[src/sv/mpba_ram.sv]
// ----------------------------------------------------------------------------
// mpba_ram
// Generic simple dual-port RAM: one write port, one read port, registered read.
// ----------------------------------------------------------------------------
module mpba_ram #(
   parameter int WIDTH = 32,
   parameter int DEPTH = 16,
   parameter int AW    = (DEPTH > 1) ? $clog2(DEPTH) : 1
) (
   input  logic             clock,
   input  logic             wr_en,
   input  logic [AW-1:0]    wr_addr,
   input  logic [WIDTH-1:0] wr_data,
   input  logic [AW-1:0]    rd_addr,
   output logic [WIDTH-1:0] rd_data
);

   logic [WIDTH-1:0] mem [DEPTH];
   logic [WIDTH-1:0] rd_data_ff;

   always_ff @(posedge clock) begin
      if (wr_en) begin
         mem[wr_addr] <= wr_data;
      end
      rd_data_ff <= mem[rd_addr];
   end

   assign rd_data = rd_data_ff;

endmodule

[config.mk]
export PLATFORM = sky130hd
export DESIGN_NAME = mpba_ram
export DESIGN_NICKNAME = d
export VERILOG_FILES = /design/src/sv/mpba_ram.sv
export SDC_FILE = /design/constraint.sdc
export NUM_CORES = 1
export LEC_CHECK = 0
export ABC_AREA = 1
export BUFFER_PORTS_ARGS = -buffer_cell sky130_fd_sc_hd__buf_2
export CELL_PAD_IN_SITES_DETAIL_PLACEMENT = 1
export CELL_PAD_IN_SITES_GLOBAL_PLACEMENT = 1
export CORE_AREA = 2 2 242 196
export CTS_CLUSTER_SIZE = 10
export DETAILED_ROUTE_END_ITERATION = 7
export DIE_AREA = 0 0 244 198
export GPL_ROUTABILITY_DRIVEN = 1
export PLACE_DENSITY = 0.9
export SLEW_MARGIN = 0
export SYNTH_ARGS = -nofsm -noshare
export SYNTH_HDL_FRONTEND = slang
export SYNTH_SLANG_ARGS = --single-unit
[constraint.sdc]
create_clock -name clock -period 2.4 [get_ports clock]
set_clock_uncertainty 0.1 [all_clocks]
set_input_delay 0.12 -clock clock [delete_from_list [all_inputs] [get_ports clock]]
set_output_delay 0.12 -clock clock [all_outputs]
set_load 0.02 [all_outputs]
======== After elaboration in Yosys (flattened, before gate mapping) ========
Memory sizes are Yosys's and may differ from the RTL's. A register that Yosys moved wholly into a read port is not among the register bits.
Index checks and enable logic that the tools add are counted.
word-level totals
  ROM bits ................................ 0
  output and inout port bits .............. 32
  flip-flop bits (word level) ............. 0
  memories kept ........................... 1
  bits of input ports ..................... 42
  bits in latches ......................... 0
  bits in writable memories ............... 512
  word-level logic and storage cells ...... 3
cells by class
  div/mod/pow operators ................... 0
  add/subtract/negate cells ............... 0
  reductions and logical operators ........ 0
  magnitude comparators ................... 0
  equal/unequal tests ..................... 0
  shift operators ......................... 0
  multipliers ............................. 0
  bitwise operators ....................... 0
  multiplexer cells ....................... 2
memory list
  name  depth  bits a word  rd ports  clocked after memory_dff  wr ports  line  RTL
  mem   16     32           1         1                         1         18    logic [WIDTH-1:0] mem [DEPTH];
operators by type and width
  operator  count
  $mux W1   2

======== Depth between registers and ports, before layout ========
  depth after elaboration ................. 2
  gate-level depth with buffers ........... 10

======== Worst setup path before layout ========
No wires, ideal clock.
  path type ............................... input-to-reg
  from .................................... input port wr_addr[2]
  to ...................................... memory mem[10][0], enable pin
  required time ........................... 1879 ps
  setup slack ............................. 187 ps
  path buffers ............................ 0
  arrival time ............................ 1692 ps
  library setup time ...................... 421 ps
  cell stages on the path ................. 2
  path through ............................ nand3b_1 -> nor2_1
RTL lines
  what         line  RTL
  from (decl)  12    input logic [AW-1:0] wr_addr,
  to (decl)    18
No word-level cell before the write port.

==> flow_summary.json <==
{
  "status": "finished clean",
  "post_drt_via_cell_ratio": 5.51,
  "ys_seq_elements": 544,
  "avgSynthCellArea_um2": 10.7,
  "synth_xor_area_frac": 0,
  "cts_tree": "yes",
  "cts_buffers": 60,
  "top_usage_layer": "met2",
  "gp_congestion": 0.768,
  "syn_nets": 2162,
  "met3_usage": 0.0420,
  "route.detailed.drc": 0,
  "required_ps": 2770,
  "coreArea_um2": 46300,
  "wire_per_inst_um": 23.1,
  "slew_viol_final": 0,
  "cts_root_buffer": "clkbuf_16",
  "clk_latency_ps": 610,
  "antenna_found_initial": 0,
  "path_max_fanout": 32,
  "seqCellArea_um2": 16000,
  "synth_top_family_by_area": "simple AND/OR/NAND/NOR gates",
  "cts.htree.levels": 2,
  "clk_pin_slew_ps": 60,
  "pin_count": 74,
  "synth-compound-area-share": 0,
  "tightest_slew_ps": 1000,
  "r2r_slack_ps": 1120,
  "die_w_um": 244,
  "switchingPower_mw": 4.76,
  "hpwl_mm": 36.8,
  "yosys-mux-area-fraction": 0,
  "ir_drop_v": 0.000780,
  "grt_usage": 0.279,
  "grt_max_degree": 129,
  "timing.fmax_mhz": 569,
  "synthSimpleGateAreaFrac": 0.200,
  "portBuffers": 73,
  "pwr-share-seq": 0.521,
  "final_antenna_net_count": 0,
  "power_frac_clock": 0.410,
  "synth_area_leaders": "edfxtp_1 68%, nand2_1 11%, nand3_1 8.5%",
  "routed_wl_mm": 66.7,
  "final_hold_viol_count": 0,
  "final_nets": 2263,
  "fillCellCount": 4893,
  "p_comb_frac": 0.069,
  "drtIter0Drc": 1313,
  "cp_data_arrival_time_ps": 2130,
  "period_needed_ps": 1760,
  "area_growth_pct": 14.0,
  "maxSlewHeadroom": 0.331,
  "postCtsHoldBufs": 33,
  "cap_violations": 0,
  "layout-drive-gt1-share": 0.0870,
  "worstRegToRegCells": 6,
  "diodes": 0,
  "grt.met1_usage": 0.332,
  "fin_tns_setup_ps": 0,
  "p_int_mw": 15.8,
  "fin_crit_sh": 0.732,
  "hold_depth": 6,
  "clock_path_buffers": 3,
  "synth_top_area_cell": "edfxtp_1",
  "synth_fa_ha_area_frac": 0,
  "syn_inst": 2120,
  "yosys_warnings": 0,
  "grt_pass1_wl_mm": 101,
  "critical_path_class": "primary input to register",
  "ys_seq_area_frac": 0.705,
  "use_met2": 0.511,
  "p_per_area_nw_per_um2": 794,
  "finalWorstSetupSlack_ps": 642,
  "post_cts_buffers": 0,
  "row_count": 71,
  "overflow": 0,
  "multiInputGateArea_um2": 4670,
  "die_h_um": 198,
  "cts_sinks": 544,
  "setup_viol_count_final": 0,
  "startpoint_type": "primary input",
  "hold_path_class": "primary input to register",
  "dp_slack_ps": 584,
  "die_area_um2": 48300,
  "start_util": 0.491,
  "yosysUniqueCellTypes": 15,
  "p_sw_frac": 0.232,
  "leakagePower_nw": 11.0,
  "power.total_mw": 20.6,
  "grt_pass1_vias": 17500,
  "timing.hold.ws_ps": 61.7,
  "dr.pass1.iters": 5,
  "netlist_area_um2": 22700,
  "cp-end-kind": "register",
  "vias": 15900,
  "rsz0062_at_grt": "no",
  "synth_top_area_frac": 0.676,
  "cts-resized-gates": 0
}
## final cells by class
type,count,share of cell area
Inverter,390,0.0568
Timing Repair Buffer,144,0.0484
Tap cell,620,0.0299
Clock buffer,104,0.0663
Multi-Input combinational cell,1081,0.180
Sequential cell,544,0.618
Clock inverter,2,0.000676
## through the flow
step                cell area (um^2)  instances  utilization
detailed placement             23900       2746        0.515
global placement               23900       2746        0.515
finish                         25900       2885        0.560
CTS                            25900       2885        0.560
global route                   25900       2885        0.560
floorplan                      22700       2120            -
## synthesized netlist by cell type (all sizes together)
library cell and number:
nor2 17, edfxtp 512, inv 390, dfxtp 32, nand2 677, clkbuf 14, nand3 385, buf 91
nand3b 2
## path summary, 6_finish.rpt
| check | from | end |
|---|---|---|
| max | rd_addr[3] | rd_data[15]$_DFF_P_ |
| max reg2reg | mem[12][17]$_DFFE_PP_ | rd_data[17]$_DFF_P_ |
| min reg2reg | mem[11][12]$_DFFE_PP_ | rd_data[12]$_DFF_P_ |
| min | rd_addr[1] | rd_data[21]$_DFF_P_ |
## logic make-up after synthesis
logic type | count (synthesis)
buffers and inverters | 495
flip-flops | 544
AND/OR/NAND/NOR | 1081
## power groups by stage
stage               logic (mW)  registers [mW]  clock network, mW
floorplan                0.724            11.0                  0
global placement          1.26            10.9                  0
detailed placement        1.36            10.9                  0
CTS                       1.42            10.7               8.49
global route              1.55            10.7               8.82
finish                    1.43            10.7               8.43
## critical path: stages
cell	delay [ps]
dlygate4sd3_1	520
buf_2	510
inv_2	580
nand3_1	260
nand2_1	100
## per-layer routing
metal | vias up | routed length [um]
met5 | - | 0
met4 | 0 | 2110
met3 | 158 | 3920
met2 | 632 | 35000
met1 | 8082 | 25700
li1 | 7036 | -
## state kept, by name, summed over array words and instances, names as in the netlist
register and flops:
rd_data 32, mem 512
## cells in the final DEF (no fill, tap or decap), types with 4 or more instances in the layout
cell           count
nand2_1          677
edfxtp_1         512
inv_1            386
nand3_1          385
buf_2             71
clkbuf_16         61
clkbuf_1          40
dlygate4sd3_1     33
dfxtp_1           32
buf_12            21
buf_4             18
nor2_4            16
clkbuf_8           4
No activity file was read; power rests on OpenSTA's default activity.
